`src/rtl/core/lsz_pkg.sv`:
```
// ----------------------------------------------------------------------------
// lsz_pkg
// Shared types and constants of the lidar safety zone stop block.
// ----------------------------------------------------------------------------
package lsz_pkg;

    // Input operation codes
    typedef enum logic [1:0] {
        OP_SCAN    = 2'd0,
        OP_FORWARD = 2'd1,
        OP_BACK    = 2'd2,
        OP_STOP    = 2'd3
    } op_t;

    // Danger side codes
    typedef enum logic [1:0] {
        SIDE_NONE  = 2'd0,
        SIDE_AHEAD = 2'd1,
        SIDE_REAR  = 2'd2
    } side_t;

    // Configuration register indexes
    typedef enum logic [2:0] {
        CFG_CHECK_ENABLE = 3'd0,
        CFG_LINK_PRESENT = 3'd1,
        CFG_BOX_LEFT     = 3'd2,
        CFG_BOX_TOP      = 3'd3,
        CFG_BOX_WIDTH    = 3'd4,
        CFG_BOX_HEIGHT   = 3'd5
    } cfg_sel_t;

    localparam int CFG_INDEX_BITS = 3;
    localparam int BOX_BITS       = 15;
    localparam int HEADING_BITS   = 8;

    localparam logic signed [HEADING_BITS-1:0] HEADING_MAX = 8'sh7F;
    localparam logic signed [HEADING_BITS-1:0] HEADING_MIN = 8'sh80;

    // Vehicle outline and margins, mm
    localparam int CAR_LENGTH      = 1300;
    localparam int CAR_WIDTH       = 750;
    localparam int CAR_REAR_OFFSET = 150;
    localparam int MARGIN_W        = 400;
    localparam int MARGIN_H        = 30;

    localparam logic signed [BOX_BITS-1:0] BOX_LEFT_RST =
        BOX_BITS'(-(CAR_REAR_OFFSET + MARGIN_W));
    localparam logic signed [BOX_BITS-1:0] BOX_TOP_RST =
        BOX_BITS'(-((CAR_WIDTH + 2 * MARGIN_H) / 2));
    localparam logic [BOX_BITS-1:0] BOX_WIDTH_RST  = BOX_BITS'(CAR_LENGTH + 2 * MARGIN_W);
    localparam logic [BOX_BITS-1:0] BOX_HEIGHT_RST = BOX_BITS'(CAR_WIDTH + 2 * MARGIN_H);

    // Quarter-wave sine polynomial, Q30 coefficients
    typedef logic [30:0] q30_t;
    localparam int   POLY_TERMS = 4;
    localparam q30_t COEF_A9    = 31'd172272;
    localparam q30_t POLY_COEF [POLY_TERMS] = '{
        31'd5026995,     // A7
        31'd85569306,    // A5
        31'd693598669,   // A3
        31'd1686629713   // A1
    };

    // Sine lane register stages: square, four polynomial steps, final product, rounding
    localparam int LANE_LAT = POLY_TERMS + 3;

    localparam int QUEUE_DEPTH    = 16;
    localparam int QUEUE_PTR_BITS = 4;

    typedef struct packed {
        logic check_enable;
        logic link_present;
    } mode_t;

    typedef struct packed {
        logic signed [BOX_BITS-1:0] left;
        logic signed [BOX_BITS-1:0] top;
        logic        [BOX_BITS-1:0] width;
        logic        [BOX_BITS-1:0] height;
    } box_cfg_t;

    // Classified item handed from the front end to the back end
    typedef struct packed {
        op_t  op;
        logic bad;
        logic last;
        logic in_box;
        logic ahead;
        logic behind;
    } cls_item_t;

endpackage

```
`src/rtl/core/lsz_queue.sv`:
```
// ----------------------------------------------------------------------------
// lsz_queue
// Queue of classified items between front and back end, with a credit count
// that covers the items still in flight in the front end.
// ----------------------------------------------------------------------------
module lsz_queue (
    input  logic               clk,
    input  logic               rst_n,
    input  logic               reserve,
    output logic               can_reserve,
    input  logic               push,
    input  lsz_pkg::cls_item_t push_item,
    input  logic               pop,
    output logic               head_valid,
    output lsz_pkg::cls_item_t head_item
);
    import lsz_pkg::*;

    localparam logic [QUEUE_PTR_BITS:0] CREDIT_MAX = (QUEUE_PTR_BITS + 1)'(QUEUE_DEPTH);

    cls_item_t                 mem_reg [QUEUE_DEPTH];
    logic [QUEUE_PTR_BITS-1:0] wr_ptr_reg;
    logic [QUEUE_PTR_BITS-1:0] rd_ptr_reg;
    logic [QUEUE_PTR_BITS:0]   count_reg;
    logic [QUEUE_PTR_BITS:0]   count_next;
    logic [QUEUE_PTR_BITS:0]   credit_reg;
    logic [QUEUE_PTR_BITS:0]   credit_next;

    always_comb
    begin
        case ({push, pop})
            2'b10:   count_next = count_reg + 1'b1;
            2'b01:   count_next = count_reg - 1'b1;
            default: count_next = count_reg;
        endcase
        case ({reserve, pop})
            2'b10:   credit_next = credit_reg + 1'b1;
            2'b01:   credit_next = credit_reg - 1'b1;
            default: credit_next = credit_reg;
        endcase
    end

    always_ff @(posedge clk or negedge rst_n)
    begin
        if (!rst_n)
        begin
            wr_ptr_reg <= '0;
            rd_ptr_reg <= '0;
            count_reg  <= '0;
            credit_reg <= '0;
        end
        else
        begin
            if (push)
            begin
                wr_ptr_reg <= wr_ptr_reg + 1'b1;
            end
            if (pop)
            begin
                rd_ptr_reg <= rd_ptr_reg + 1'b1;
            end
            count_reg  <= count_next;
            credit_reg <= credit_next;
        end
    end

    always_ff @(posedge clk)
    begin
        if (push)
        begin
            mem_reg[wr_ptr_reg] <= push_item;
        end
    end

    assign can_reserve = credit_reg < CREDIT_MAX;
    assign head_valid  = count_reg != '0;
    assign head_item   = mem_reg[rd_ptr_reg];

endmodule

```
`config.mk`:
```
export PLATFORM = sky130hd
export DESIGN_NAME = lsz_queue
export DESIGN_NICKNAME = d
export VERILOG_FILES = /design/src/rtl/core/lsz_pkg.sv /design/src/rtl/core/lsz_queue.sv
export SDC_FILE = /design/constraint.sdc
export NUM_CORES = 1
export LEC_CHECK = 0
export ABC_AREA = 1
export ABC_CLOCK_PERIOD_IN_PS = 2150
export BUFFER_PORTS_ARGS = -buffer_cell sky130_fd_sc_hd__buf_2
export CAP_MARGIN = 20
export CORE_UTILIZATION = 50
export CTS_BUF_LIST = sky130_fd_sc_hd__clkbuf_8
export CTS_CLUSTER_SIZE = 10
export DETAILED_ROUTE_END_ITERATION = 10
export GPL_TIMING_DRIVEN = 0
export PLACE_DENSITY = 0.68
export SETUP_SLACK_MARGIN = 0.05
export SLEW_MARGIN = 10
export SYNTH_ARGS = -nofsm -noshare
export SYNTH_HDL_FRONTEND = slang
export SYNTH_SLANG_ARGS = --single-unit
```
`constraint.sdc`:
```
create_clock -name clk -period 2.15 [get_ports clk]
set_clock_uncertainty 0.15 [all_clocks]
set_input_delay 0 -clock clk [delete_from_list [all_inputs] [get_ports clk]]
set_output_delay 0 -clock clk [all_outputs]
set_load 0.01 [all_outputs]
```
# --- After elaboration in Yosys (flattened, before gate mapping) ---
# Memory sizes are Yosys's and may differ from the RTL's.
# Index checks and enable logic that the tools add are counted.
word_totals:
  ff_bits: 18
  memories: 1
  ram_bits: 112
  input_bits: 12
  out_inout_bits: 9
op_classes:
  mux: 4
  n_reduce_logical: 3
  add_sub_neg: 6
  order_cmp: 1
  eq_ne: 4
memory_table:
  columns: ["name", "words", "word_bits", "read_ports", "rd_clocked_by_memory_dff", "wr", "line", "text"]
  rows:
  - ["mem_reg", 16, 7, 1, 0, 1, "lsz_queue.sv:21", "cls_item_t mem_reg [QUEUE_DEPTH];"]
op_table:
  columns: ["operator", "count"]
  rows:
  - ["5-bit one-hot mux with 2 select lines", 2]
  - ["5-bit by 1-bit adder with 5-bit output, second input constant", 2]
  - ["5-bit by 1-bit subtractor with 5-bit output, second input constant", 2]
  - ["4-bit by 1-bit adder with 4-bit output, second input constant", 2]
  - ["5-bit < comparator, second input constant", 1]
  - ["5-bit nonzero test", 1]
  - ["2-bit by 1-bit equality test with 1-bit output, second input constant", 2]
  - ["2-bit equality test, second input constant", 2]
  - ["2-bit nonzero test", 2]
  - ["1-bit 2-to-1 mux", 2]

# --- Logic depth before layout (Yosys ltp) ---
depth:
  word_depth: 2
  ltp_mapped: 14
  ltp_nobuf: 13

# --- Worst setup path after synthesis ---
# No wires, ideal clock.
synth_path:
  path_kind: "register to register"
  from: "reg wr_ptr_reg[0]"
  to: "mem mem_reg[0][0] (netlist bit), enable pin"
  arrival_ps: 1066
  required_ps: 1640
  setup_ps: 360
  stages_incl_launch_ff: 5
  setup_slack_ps: 574
  synth_period_minus_slack_ps: 1576
  path_cell_list: "dfrtp_1 > inv_1 > ha_1 > nand2_1 > nor2_1"
synth_lines:
  columns: ["item", "line", "text"]
  rows:
  - ["start, declared", "lsz_queue.sv:22", "logic [QUEUE_PTR_BITS-1:0] wr_ptr_reg;"]
  - ["start signal, assigned", "lsz_queue.sv:56", "wr_ptr_reg <= wr_ptr_reg + 1'b1;"]
  - ["end, declared", "lsz_queue.sv:21", null]
# Straight into the memory's write port.

==> flow_metrics.tcl <==
set metrics [dict create \
    synth.cell_area_um2 5780 \
    rsz0062_at_grt "yes" \
    cp.arrival_ns 1.90 \
    cp-end-kind "output port" \
    clock_latency_ns 0.43 \
    placed_cell_area_um2 6050 \
    critPathKind "reg2out" \
    regToRegStartpoint "wr_ptr_reg[1]$_DFFE_PN0P_" \
    wl_per_cell_um 18.2 \
    final_hold_viol_count 0 \
    cts_inserted_buffers 17 \
    r2r_cells 4 \
    synth_seq_cells 130 \
    drive_gt1_share_pct 15.2 \
    syn_nets 544 \
    maxCapViolCount 0 \
    min_path_cells 3 \
    dp_hpwl_mm 8.66 \
    grt_pass1_wl_mm 19.8 \
    cts_max_level 4 \
    cp_top_family "buffers and inverters" \
    tightest_slew_ns 0.845 \
    ant_nets 0 \
    fin_area_um2 6670 \
    ctsRootBufferMaster "clkbuf_8" \
    hp-start "push" \
    die_h_um 110 \
    antenna_found_initial 0 \
    cp_data_required_time_ns 2.00 \
    die_w_um 110 \
    layout_common_cells "edfxtp_1, nor2_1, nand2_1" \
    status "complete, no violations" \
    clockBufferDepth 2 \
    ios 21 \
    clkSlewWorstSetupHoldPaths_ns 0.07 \
    totalPowerFinal_mw 8.88 \
    mostFrequentLayoutCell "edfxtp_1" \
    reg2reg_to "mem_reg[1][2]$_DFFE_PP_" \
    nFillCells 902 \
    setup_viol 0 \
    setup_tns_ns 0 \
    cp_cell_sequence "buf_6 -> inv_6 -> buf_12 -> buf_12 -> o211ai_2 -> nand3_1 -> nand3_1 -> nand2_1 -> buf_2" \
    io_buffers 19 \
    start_util_pct 52.4 \
    crit_slowest_cell "dfrtp_1" \
    core_area_um2 11000 \
    vias_per_cell 5.49 \
    post-route-period-util_pct 95.4 \
    min_to "wr_ptr_reg[0]$_DFFE_PN0P_" \
    grt_overflow 0 \
    crit_fanout 10 \
    period_minus_slack_ns 2.05 \
    area_growth_pct 15.3 \
    start_kind "register" \
    drt-pass1-iter-count 5 \
    grt_pass1_vias 3844 \
    die_area_um2 12000 \
    rrSetupSlack_ns 0.20 \
    min_path_type "in2reg" \
    diodes 0 \
    grt_max_degree 19 \
    routed_wl_mm 13.2 \
    max_slew_margin_pct 43.5 \
    cpPeakStageDelay_ns 0.40 \
    nNetsFinal 597 \
    drt-initial-drc-count 329 \
    fin_ws_ns 0.0982 \
    place_inst 679 \
    cts.sinks 130 \
    syn-mean-instance-area_um2 11.1 \
    num_vias 3987 \
    largest_reg_flops 112 \
    stdcell_count 726 \
    powerDensity_nw_per_um2 1330 \
    yosysWarnings 0 \
    ys_seq_area_share_pct 65.9 \
    cts_tree "yes" \
    rows 38 \
    place_congestion 0.884 \
    drc 0 \
    pre_cts_slack_ns 0.211 \
    fmax_mhz 487 \
    grt_use_total_pct 23.7 \
    ir_worst_vdd_mv 1.05 \
    power.leakage_nw 2.67 \
    syn_inst 520 \
    synth.distinct_cells 24 \
    slew_viol_final 0 \
    crit_buf_inv 5 \
]
[per-stage QoR]
stage / util (%) / hold WS, ns
2_1_floorplan: - / -0.446
3_3_place_gp: 54.9 / -0.175
3_5_place_dp: 54.9 / -0.181
4_1_cts: 59.3 / 0.221
5_1_grt: 60.4 / 0.251
6_report: 60.4 / 0.248
[layout make-up]
| cell class | count | area, um2 | share of cell area (%) |
|---|---|---|---|
| repair buffers | 34 | 273 | 4.09 |
| plain buffers | 23 | 209 | 3.13 |
| clock buffers | 18 | 248 | 3.72 |
| clock inverters | 14 | 113 | 1.69 |
| multi-input cells | 318 | 1650 | 24.7 |
| flip-flops and latches | 130 | 3810 | 57.2 |
| well taps | 140 | 175 | 2.63 |
| inverters | 49 | 191 | 2.87 |
[worst max path at each step]
stage	startpoint	to	slack, ns	depth (start not counted)
CTS	rd_ptr_reg[0]$_DFFE_PN0P_	head_item[4]	0.04	8
floorplan	wr_ptr_reg[0]$_DFFE_PN0P_	mem_reg[0][0]$_DFFE_PP_	0.57	4
detailed placement	wr_ptr_reg[0]$_DFFE_PN0P_	mem_reg[0][3]$_DFFE_PP_	0.21	4
global placement	wr_ptr_reg[0]$_DFFE_PN0P_	mem_reg[2][4]$_DFFE_PP_	0.24	4
global route	rd_ptr_reg[2]$_DFFE_PN0P_	head_item[1]	0.03	7
finish	rd_ptr_reg[1]$_DFFE_PN0P_	head_item[5]	0.1	9
[cells in the mapped netlist, drive strengths merged]
cell type    n  area share [%]
nor3         1           0.086
xnor2        3            0.45
inv         48             3.2
xor2         7             1.1
nand3       53             4.6
nor2        91             5.9
o21bai       1            0.13
clkinv       1           0.065
dfrtp       18             7.8
edfxtp     112              58
a21oi        3            0.26
nand2       80             5.2
nand3b       1            0.13
o21ai       44             3.8
nand4        2            0.22
ha          12             2.6
buf         23             3.0
o211ai      20             3.4
[logic make-up (layout without fill, tap and decap cells)]
kind of cell | after synthesis | in the layout | share of synthesized area (%)
and+or+nand+nor | 228 | 228 | 16.1
DFF | 130 | 130 | 65.9
buffers and inverters | 72 | 138 | 6.25
AOI/OAI and AO/OA | 68 | 68 | 7.57
adders and majority gates | 12 | 12 | 2.60
xor gates and xnor gates | 10 | 10 | 1.51
[layer usage]
metal  up-vias  routed length, um  global-route usage, %
met4         0                309                   11.5
met2       166               6640                   38.0
met1      1919               5370                   30.1
met3        25                876                   6.22
met5         -                  0                      0
li1       1877                  -                      -
[report_power, final]
group / switching [mW] / leakage, nW / internal (mW)
Clock: 0.872 / 0.208 / 1.02
Combinational: 2.28 / 1.24 / 1.38
Sequential: 0.197 / 1.23 / 3.13
[worst reg2reg max path, cell delays in order, from the launching register on]
cell and delay (ns):
dfrtp_1 0.41, inv_1 0.10, ha_1 0.14, nand2_1 0.13
nor2_1 0.63
[timing repair]
item,4_1_cts,5_1_grt
endpoints found under the hold margin,141,0
setup endpoints to repair,3,14
gates resized for setup,3,24
gates cloned,0,2
hold buffers,12,0
buffers inserted,0,1
pin swaps,0,3
No activity file was read; power rests on OpenSTA's default activity.
