**config.mk**
```make
export PLATFORM = sky130hd
export DESIGN_NAME = lsz_back
export DESIGN_NICKNAME = d
export VERILOG_FILES = /design/src/rtl/core/lsz_pkg.sv /design/src/rtl/core/lsz_back.sv
export SDC_FILE = /design/constraint.sdc
export NUM_CORES = 1
export LEC_CHECK = 0
export BUFFER_PORTS_ARGS = -buffer_cell sky130_fd_sc_hd__buf_2
export CORE_MARGIN = 2
export CORE_UTILIZATION = 55
export DETAILED_ROUTE_END_ITERATION = 10
export GPL_ROUTABILITY_DRIVEN = 1
export PLACE_DENSITY = 0.79
export SYNTH_ARGS = -nofsm -noshare
export SYNTH_HDL_FRONTEND = slang
export SYNTH_SLANG_ARGS = --single-unit
```
**constraint.sdc**
```tcl
create_clock -name clk -period 2.6 [get_ports clk]
set_input_delay 0.13 -clock clk [delete_from_list [all_inputs] [get_ports clk]]
set_output_delay 0.13 -clock clk [all_outputs]
set_load 0.02 [all_outputs]
```
**src/rtl/core/lsz_pkg.sv**
```systemverilog
// ----------------------------------------------------------------------------
// lsz_pkg
// Shared types and constants of the lidar safety zone stop block.
// ----------------------------------------------------------------------------
package lsz_pkg;

    // Input operation codes
    typedef enum logic [1:0] {
        OP_SCAN    = 2'd0,
        OP_FORWARD = 2'd1,
        OP_BACK    = 2'd2,
        OP_STOP    = 2'd3
    } op_t;

    // Danger side codes
    typedef enum logic [1:0] {
        SIDE_NONE  = 2'd0,
        SIDE_AHEAD = 2'd1,
        SIDE_REAR  = 2'd2
    } side_t;

    // Configuration register indexes
    typedef enum logic [2:0] {
        CFG_CHECK_ENABLE = 3'd0,
        CFG_LINK_PRESENT = 3'd1,
        CFG_BOX_LEFT     = 3'd2,
        CFG_BOX_TOP      = 3'd3,
        CFG_BOX_WIDTH    = 3'd4,
        CFG_BOX_HEIGHT   = 3'd5
    } cfg_sel_t;

    localparam int CFG_INDEX_BITS = 3;
    localparam int BOX_BITS       = 15;
    localparam int HEADING_BITS   = 8;

    localparam logic signed [HEADING_BITS-1:0] HEADING_MAX = 8'sh7F;
    localparam logic signed [HEADING_BITS-1:0] HEADING_MIN = 8'sh80;

    // Vehicle outline and margins, mm
    localparam int CAR_LENGTH      = 1300;
    localparam int CAR_WIDTH       = 750;
    localparam int CAR_REAR_OFFSET = 150;
    localparam int MARGIN_W        = 400;
    localparam int MARGIN_H        = 30;

    localparam logic signed [BOX_BITS-1:0] BOX_LEFT_RST =
        BOX_BITS'(-(CAR_REAR_OFFSET + MARGIN_W));
    localparam logic signed [BOX_BITS-1:0] BOX_TOP_RST =
        BOX_BITS'(-((CAR_WIDTH + 2 * MARGIN_H) / 2));
    localparam logic [BOX_BITS-1:0] BOX_WIDTH_RST  = BOX_BITS'(CAR_LENGTH + 2 * MARGIN_W);
    localparam logic [BOX_BITS-1:0] BOX_HEIGHT_RST = BOX_BITS'(CAR_WIDTH + 2 * MARGIN_H);

    // Quarter-wave sine polynomial, Q30 coefficients
    typedef logic [30:0] q30_t;
    localparam int   POLY_TERMS = 4;
    localparam q30_t COEF_A9    = 31'd172272;
    localparam q30_t POLY_COEF [POLY_TERMS] = '{
        31'd5026995,     // A7
        31'd85569306,    // A5
        31'd693598669,   // A3
        31'd1686629713   // A1
    };

    // Sine lane register stages: square, four polynomial steps, final product, rounding
    localparam int LANE_LAT = POLY_TERMS + 3;

    localparam int QUEUE_DEPTH    = 16;
    localparam int QUEUE_PTR_BITS = 4;

    typedef struct packed {
        logic check_enable;
        logic link_present;
    } mode_t;

    typedef struct packed {
        logic signed [BOX_BITS-1:0] left;
        logic signed [BOX_BITS-1:0] top;
        logic        [BOX_BITS-1:0] width;
        logic        [BOX_BITS-1:0] height;
    } box_cfg_t;

    // Classified item handed from the front end to the back end
    typedef struct packed {
        op_t  op;
        logic bad;
        logic last;
        logic in_box;
        logic ahead;
        logic behind;
    } cls_item_t;

endpackage

```
**src/rtl/core/lsz_back.sv**
```systemverilog
// ----------------------------------------------------------------------------
// lsz_back
// Back end: scan, trip and heading state; one result per item into an
// output register.
// ----------------------------------------------------------------------------
module lsz_back (
    input  logic                                       clk,
    input  logic                                       rst_n,
    input  lsz_pkg::mode_t                             mode,
    input  logic                                       head_valid,
    input  lsz_pkg::cls_item_t                         head_item,
    output logic                                       pop,
    output logic                                       out_valid,
    input  logic                                       out_ready,
    output logic [1:0]                                 danger_side,
    output logic                                       stop_command,
    output logic signed [lsz_pkg::HEADING_BITS-1:0]    heading_now,
    output logic                                       scan_done
);
    import lsz_pkg::*;

    logic signed [HEADING_BITS-1:0] heading_reg;
    logic signed [HEADING_BITS-1:0] heading_next;
    side_t                          danger_reg;
    side_t                          danger_next;
    side_t                          side;
    logic                           tripped_reg;
    logic                           tripped_next;
    logic                           scan_open_reg;
    logic                           scan_open_next;
    logic                           stop;
    logic                           done;

    logic                           out_valid_reg;
    side_t                          out_side_reg;
    logic                           out_stop_reg;
    logic signed [HEADING_BITS-1:0] out_heading_reg;
    logic                           out_done_reg;

    assign pop = head_valid && (!out_valid_reg || out_ready);

    always_comb
    begin
        heading_next   = heading_reg;
        danger_next    = danger_reg;
        tripped_next   = tripped_reg;
        scan_open_next = scan_open_reg;
        side           = SIDE_NONE;
        stop           = 1'b0;
        done           = 1'b0;
        if (pop)
        begin
            if (head_item.op == OP_SCAN)
            begin
                // Open a new scan: forget the last trip and, with the check on, the danger side
                if (!scan_open_reg)
                begin
                    tripped_next = 1'b0;
                    if (mode.check_enable)
                    begin
                        danger_next = SIDE_NONE;
                    end
                end
                scan_open_next = 1'b1;
                if (mode.check_enable && !tripped_next && !head_item.bad && head_item.in_box)
                begin
                    if (heading_reg > 0 && head_item.ahead)
                    begin
                        side = SIDE_AHEAD;
                    end
                    else if (heading_reg < 0 && head_item.behind)
                    begin
                        side = SIDE_REAR;
                    end
                    if (side != SIDE_NONE)
                    begin
                        danger_next  = side;
                        tripped_next = 1'b1;
                        if (mode.link_present)
                        begin
                            stop         = 1'b1;
                            heading_next = '0;
                        end
                    end
                end
                if (head_item.last)
                begin
                    scan_open_next = 1'b0;
                    done           = 1'b1;
                end
            end
            else if (mode.link_present)
            begin
                unique case (head_item.op)
                    OP_FORWARD:
                    begin
                        if (heading_reg != HEADING_MAX)
                        begin
                            heading_next = heading_reg + 8'sd1;
                        end
                    end
                    OP_BACK:
                    begin
                        if (heading_reg != HEADING_MIN)
                        begin
                            heading_next = heading_reg - 8'sd1;
                        end
                    end
                    OP_STOP:
                    begin
                        heading_next = '0;
                    end
                    default:
                    begin
                        heading_next = heading_reg;
                    end
                endcase
            end
        end
    end

    always_ff @(posedge clk or negedge rst_n)
    begin
        if (!rst_n)
        begin
            heading_reg   <= '0;
            danger_reg    <= SIDE_NONE;
            tripped_reg   <= 1'b0;
            scan_open_reg <= 1'b0;
            out_valid_reg <= 1'b0;
        end
        else
        begin
            heading_reg   <= heading_next;
            danger_reg    <= danger_next;
            tripped_reg   <= tripped_next;
            scan_open_reg <= scan_open_next;
            if (pop)
            begin
                out_valid_reg <= 1'b1;
            end
            else if (out_ready)
            begin
                out_valid_reg <= 1'b0;
            end
        end
    end

    always_ff @(posedge clk)
    begin
        if (pop)
        begin
            out_side_reg    <= danger_next;
            out_stop_reg    <= stop;
            out_heading_reg <= heading_next;
            out_done_reg    <= done;
        end
    end

    assign out_valid    = out_valid_reg;
    assign danger_side  = out_side_reg;
    assign stop_command = out_stop_reg;
    assign heading_now  = out_heading_reg;
    assign scan_done    = out_done_reg;

endmodule

```
==> Word-level counts from Yosys, hierarchy flattened <==
Index checks and enable logic that the tools add are counted.
W data, S select, Z words.
{ "word_totals": {"input_bits": 13, "elab_cells": 63, "output_inout_bits": 14, "reg_bits": 25} }
{ "op_classes": {"addsub": 2, "reduce_logical": 15, "muxes": 30, "n_eq_ne": 5, "magnitude_cmp": 2} }
{ "op_table": {"columns": ["operator", "count"], "rows": [
  ["$mux W8", 8],
  ["$pmux W8 S3", 1],
  ["$mux W2", 11],
  ["$ne A8 B8 Y1 const B", 2],
  ["$mux W1", 10],
  ["$add A8 B2 Y8 const B", 1],
  ["$gt A8 B1 Y1 const B", 1],
  ["$lt A8 B1 Y1 const B", 1],
  ["$sub A8 B2 Y8 const B", 1],
  ["$logic_and A1 B1 Y1", 6],
  ["$eq A2 B2 Y1 const B", 2],
  ["$reduce_bool A2 Y1", 2],
  ["$logic_not A1 Y1", 3],
  ["$reduce_and A3 Y1", 1],
  ["$eq A2 B1 Y1 const B", 1],
  ["$logic_not A2 Y1", 1],
  ["$reduce_and A2 Y1", 1],
  ["$logic_or A1 B1 Y1", 1]
]} }

==> Depth between registers and ports, before layout <==
{ "depth": {"word_depth": 16, "mapped_depth": 7, "depth_no_buf": 7} }

==> Worst setup path before layout <==
OpenSTA, ideal clock, no wires.
{ "synth_path": {"kind": "flip-flop to flip-flop", "startpoint": "register out_valid_reg, in the netlist out_valid", "endpoint": "register out_side_reg[0], in the netlist danger_side[0], data pin", "setup_slack_ns": 0.465, "path_buffers": 1, "stages_incl_launch_ff": 7, "t_arrival_ns": 1.867, "setup_time_ns": 0.268, "period_less_slack_ns": 2.135, "t_required_ns": 2.332, "path_cell_list": "dfrtp_1 > nand2b_1 > and2_1 > clkbuf_1 > nand2_1 > o21ai_0 > o21ai_1"} }
{ "synth_between": {"elab_chain_len": 4} }
{ "synth_rtl": {"columns": ["element", "line", "source"], "rows": [
  ["start: declaration", "lsz_back.sv:34", "logic out_valid_reg;"],
  ["start signal: assignment", "lsz_back.sv:130", "out_valid_reg <= 1'b0;"],
  ["start signal: assignment", "lsz_back.sv:140", "out_valid_reg <= 1'b1;"],
  ["start signal: assignment", "lsz_back.sv:144", "out_valid_reg <= 1'b0;"],
  ["$logic_not A1 Y1", "lsz_back.sv:40", "assign pop = head_valid && (!out_valid_reg || out_ready);"],
  ["$logic_or A1 B1 Y1", "lsz_back.sv:40", null],
  ["$logic_and A1 B1 Y1", "lsz_back.sv:40", null],
  ["net pop", "lsz_back.sv:12", "output logic pop,"],
  ["$mux W2", "lsz_back.sv:51", "if (pop)"],
  ["net danger_next[0]", "lsz_back.sv:25", "side_t danger_next;"],
  ["end signal: assignment", "lsz_back.sv:153", "out_side_reg <= danger_next;"],
  ["end: declaration", "lsz_back.sv:35", "side_t out_side_reg;"]
]} }
The timed path passes the listed nets, and every way through them passes these cells.
A chain may end at the register's enable or synchronous reset.

==> Worst setup path after layout <==
{ "layout_path": {"startpoint": "register heading_reg[1]", "endpoint": "register out_heading_reg[2], in the netlist heading_now[2], data pin"} }
{ "layout_between": {"elab_chain_len": 12, "word_cells_on_any_way": 22, "cone_classes": "add/sub: 2; order compare: 2; eq/ne: 2; mux: 13; reduce/logical: 3"} }
{ "layout_rtl": {"columns": ["element", "line", "source"], "rows": [
  ["start: declaration", "lsz_back.sv:22", "logic signed [HEADING_BITS-1:0] heading_reg;"],
  ["start signal: assignment", "lsz_back.sv:134", "heading_reg <= heading_next;"],
  ["$lt A8 B1 Y1", "lsz_back.sv:71", "else if (heading_reg < 0 && head_item.behind)"],
  ["$logic_and A1 B1 Y1", "lsz_back.sv:71", null],
  ["$mux W2", "lsz_back.sv:71", null],
  ["$mux W2", "lsz_back.sv:67", "if (heading_reg > 0 && head_item.ahead)"],
  ["$mux W2", "lsz_back.sv:65", "if (mode.check_enable && !tripped_next && !head_item.bad && head_item.in_box)"],
  ["$mux W2", "lsz_back.sv:53", "if (head_item.op == OP_SCAN)"],
  ["$mux W2", "lsz_back.sv:51", null],
  ["$reduce_bool A2 Y1", "lsz_back.sv:75", "if (side != SIDE_NONE)"],
  ["$mux W8", "lsz_back.sv:75", null],
  ["$mux W8", "lsz_back.sv:65", null],
  ["$mux W8 *", "lsz_back.sv:53", null],
  ["$mux W8 *", "lsz_back.sv:51", null],
  ["net heading_next[2]", "lsz_back.sv:23", "logic signed [HEADING_BITS-1:0] heading_next;"],
  ["end signal: assignment", "lsz_back.sv:155", "out_heading_reg <= heading_next;"],
  ["end: declaration", "lsz_back.sv:37", "logic signed [HEADING_BITS-1:0] out_heading_reg;"]
]} }
Mark *: on every way through the listed nets, which the timed path passes. The rest lies on a longest branch. The select of a mux whose other input is x is not followed.

==> summary.txt <==
Critical path
  • Largest stage delay on the critical path: approximately 0.47 ns
  • Buf+Inv Stages, Crit Path: 1
  • Worst setup EP type: flop
  • CP Class: reg -> reg
  • Worst Reg-to-Reg Cells: 7
  • Required time worst endpoint: approximately 2.7 ns
  • CP top delay family: compound AO/OA/AOI/OAI gates
  • CP Max Fanout: 7
  • Startpoint Class: flop
  • Worst R2R Setup Slack: ~0.30 ns
  • Slowest cell on the critical path: dfrtp_1
  • CP arrival: between 2 and 2.5 ns
  • Worst r2r dst: heading_now[2]
  • Worst reg2reg path startpoint: heading_reg[1]
  • Cell Chain, Critical Path: inv_1, ha_1, or3b_1, o31a_1, a22o_1, a211oi_2, a31oi_1

Finish
  • Antenna Cells: 0
  • Multi-input logic area: between 700 and 800 um^2
  • Most frequent cells in the layout: buf_2, nand2_1, dfrtp_1, edfxtp_1, nor2_1
  • Layout area overhead: 12.15%
  • Register Area: around 690 um^2
  • Final Instance Area: around 0.0017 mm^2
  • Nets: around 200
  • Share of layout cells above drive strength 1: 0.1989
  • Layout fillers: 233
  • Commonest non-fill, non-tap cell in the layout: buf_2

STA
  • Worst Max-Slew Pin Slew: about 0.7 ns
  • Hold Slack: 0.01860 ns
  • Clk_skew: about 0.0022 ns
  • Max Slew Vio Count: 0
  • Fmax: between 400 and 500 MHz
  • Rel. slew slack: 0.5328
  • Final worst path period need: around 2.3 ns
  • RSZ-0062 raised after global routing: no
  • Final setup fails: 0
  • Crit share post-route: 0.8832
  • TNS Setup: 0 ns
  • Final Hold Vio Count: 0

Logic synthesis
  • Synth Flop Type: dfrtp_1
  • Post-synth EDFFs: 12
  • Post-Syn Area: between 0.0015 and 0.002 mm^2
  • Synth Register Bits: 25
  • Syn_area_per_cell: 9.466 um^2
  • Synth top area share: 0.2365
  • Seq/Total Area, Yosys: 0.4499
  • Mapped Nets: approximately 180
  • Synthesized instance count: around 160
  • Yosys top cell by area: edfxtp_1
  • Area contributors post-synth: edfxtp_1, dfrtp_1, nand2_1
  • Unique cell type count in the Yosys netlist: 53
  • Async set-reset flop share out of synthesis: 0.5200
  • Ys Warns: 0

Run
  • Max cap viols: 0

Clock tree
  • Clock tree buffer depth: 2
  • Post-CTS Hold Fix Bufs: 2
  • Setup Fix Bufs, Post-CTS: 0
  • Clock insertion delay at the later pin of the skew report: slightly above 0.3 ns
  • CTS tree: done
  • CTS buffer count: 3
  • Num Clock Sinks: 25
  • H-tree lvl count: 1
  • # resized after CTS: 0
  • Worst-path clk slew: between 0.1 and 0.15 ns
  • Root buffer cell: clkbuf_4

Detailed routing
  • DRT Pass-1 Iters: 4
  • Wire length per cell: between 15 and 20 um
  • Via Count: 1344
  • Drt total wl: ~3500 um
  • Initial drt markers: 85
  • Vias per cell: between 6 and 7
  • Antenna viol nets, final: 0
  • Drc violations: 0

Floorplanning
  • Die Footprint: around 0.0032 mm^2
  • Num ports: 27
  • Core ar.: around 0.0027 mm^2
  • # rows: 19
  • Die width: 56.64 um
  • Die Y: approximately 57 um
  • Initial core utilization: 0.5673

Placement
  • Post-DP HPWL: about 2600 um
  • Placed Area: around 0.0017 mm^2
  • RePlAce Congestion: roughly 0.95
  • Port-buffer cells: 26

Hold path
  • HP Class: in -> reg
  • Hold EP: out_valid
  • WHS Path Cells: 2
  • Min-delay src: head_valid

Power
  • Max VDD drop: between 400 and 500 uV
  • Total Power: 1154 uW
  • PD cells: 675.1 mW/mm^2
  • Leak: roughly 0.00067 uW

GRT
  • Total track usage: 0.2236
  • Congestion Overflow GR: 0
  • Global-route wire length before repair: approximately 5600 um
  • Largest net degree at the start of global routing: 14
  • Initial antenna violation count: 0
  • Vias in the first global route: between 1k and 1.5k

Status
  • Outcome: completed
==> synth_stat cells, types with 2 or more instances <==
| library cell | n |
|---|---|
| dfrtp_1 | 13 |
| nand2_1 | 13 |
| edfxtp_1 | 12 |
| nor2_1 | 11 |
| nand3_1 | 9 |
| o21ai_0 | 8 |
| o21ai_1 | 8 |
| a21oi_1 | 6 |
| inv_1 | 5 |
| nor3_1 | 5 |
| clkbuf_1 | 4 |
| nand2b_1 | 4 |
| nor2b_1 | 4 |
| o22ai_1 | 4 |
| a31oi_1 | 3 |
| and2_1 | 3 |
| and3_1 | 3 |
| ha_1 | 3 |
| a211oi_1 | 2 |
| a211oi_2 | 2 |
| a41oi_1 | 2 |
| buf_2 | 2 |
| nand4_1 | 2 |
| o211ai_1 | 2 |
| or3_1 | 2 |
| xnor2_1 | 2 |
==> per-stage QoR <==
| step | cells | utilization | setup WS, ns |
|---|---|---|---|
| floorplan | 161 | - | 0.4654 |
| global placement | 211 | 0.6190 | 0.4131 |
| detailed placement | 211 | 0.6190 | 0.3376 |
| CTS | 217 | 0.6362 | 0.3077 |
| global route | 217 | 0.6362 | 0.2113 |
| finish | 217 | 0.6362 | 0.3038 |
==> cell type report <==
type                       count  share of cell area
clock buffer                   4             0.01537
inverter                       5             0.01098
multi-input combinational    123              0.4575
sequential                    25              0.4012
tap                           31             0.02269
timing repair buffer          29             0.09224
==> where the power goes <==
| group | internal [uW] | leakage, uW | switching (uW) |
|---|---|---|---|
| Clock | 59.9 | 0.0000150 | 108 |
| Sequential | 487 | 0.000281 | 98.3 |
| Combinational | 162 | 0.000369 | 239 |
| Total | 709 | 0.000665 | 445 |
==> logic make-up after synthesis <==
kind of cell | count (synthesis) | synth area share
mux | 1 | 0.006568
simple gates | 65 | 0.2323
flops | 25 | 0.4499
compound gates | 51 | 0.2324
xor+xnor | 3 | 0.01724
buf+inv | 13 | 0.03694
fa+ha+maj | 3 | 0.02463
==> worst max path at each step <==
stage | from | endpoint | slack [ns] | depth (start not counted)
floorplan | out_valid | danger_side[0] | 0.47 | 6
global placement | heading_reg[0] | heading_now[2] | 0.41 | 7
detailed placement | heading_reg[0] | heading_now[2] | 0.34 | 7
CTS | heading_reg[0] | heading_now[2] | 0.31 | 7
global route | heading_reg[1] | heading_now[2] | 0.21 | 7
finish | heading_reg[1] | heading_now[2] | 0.30 | 7
==> routing by layer <==
layer  GRT usage  part of all wire  vias up  routed length [um]
li1            -                 -      667                   -
met1      0.2984              0.45      604                1560
met2      0.3688              0.48       65                1645
met3     0.03687             0.056        8                 195
met4     0.07483             0.016        0                  57
met5           0                 0        -                   0
Note: power is estimated with default switching activity, not from simulation.
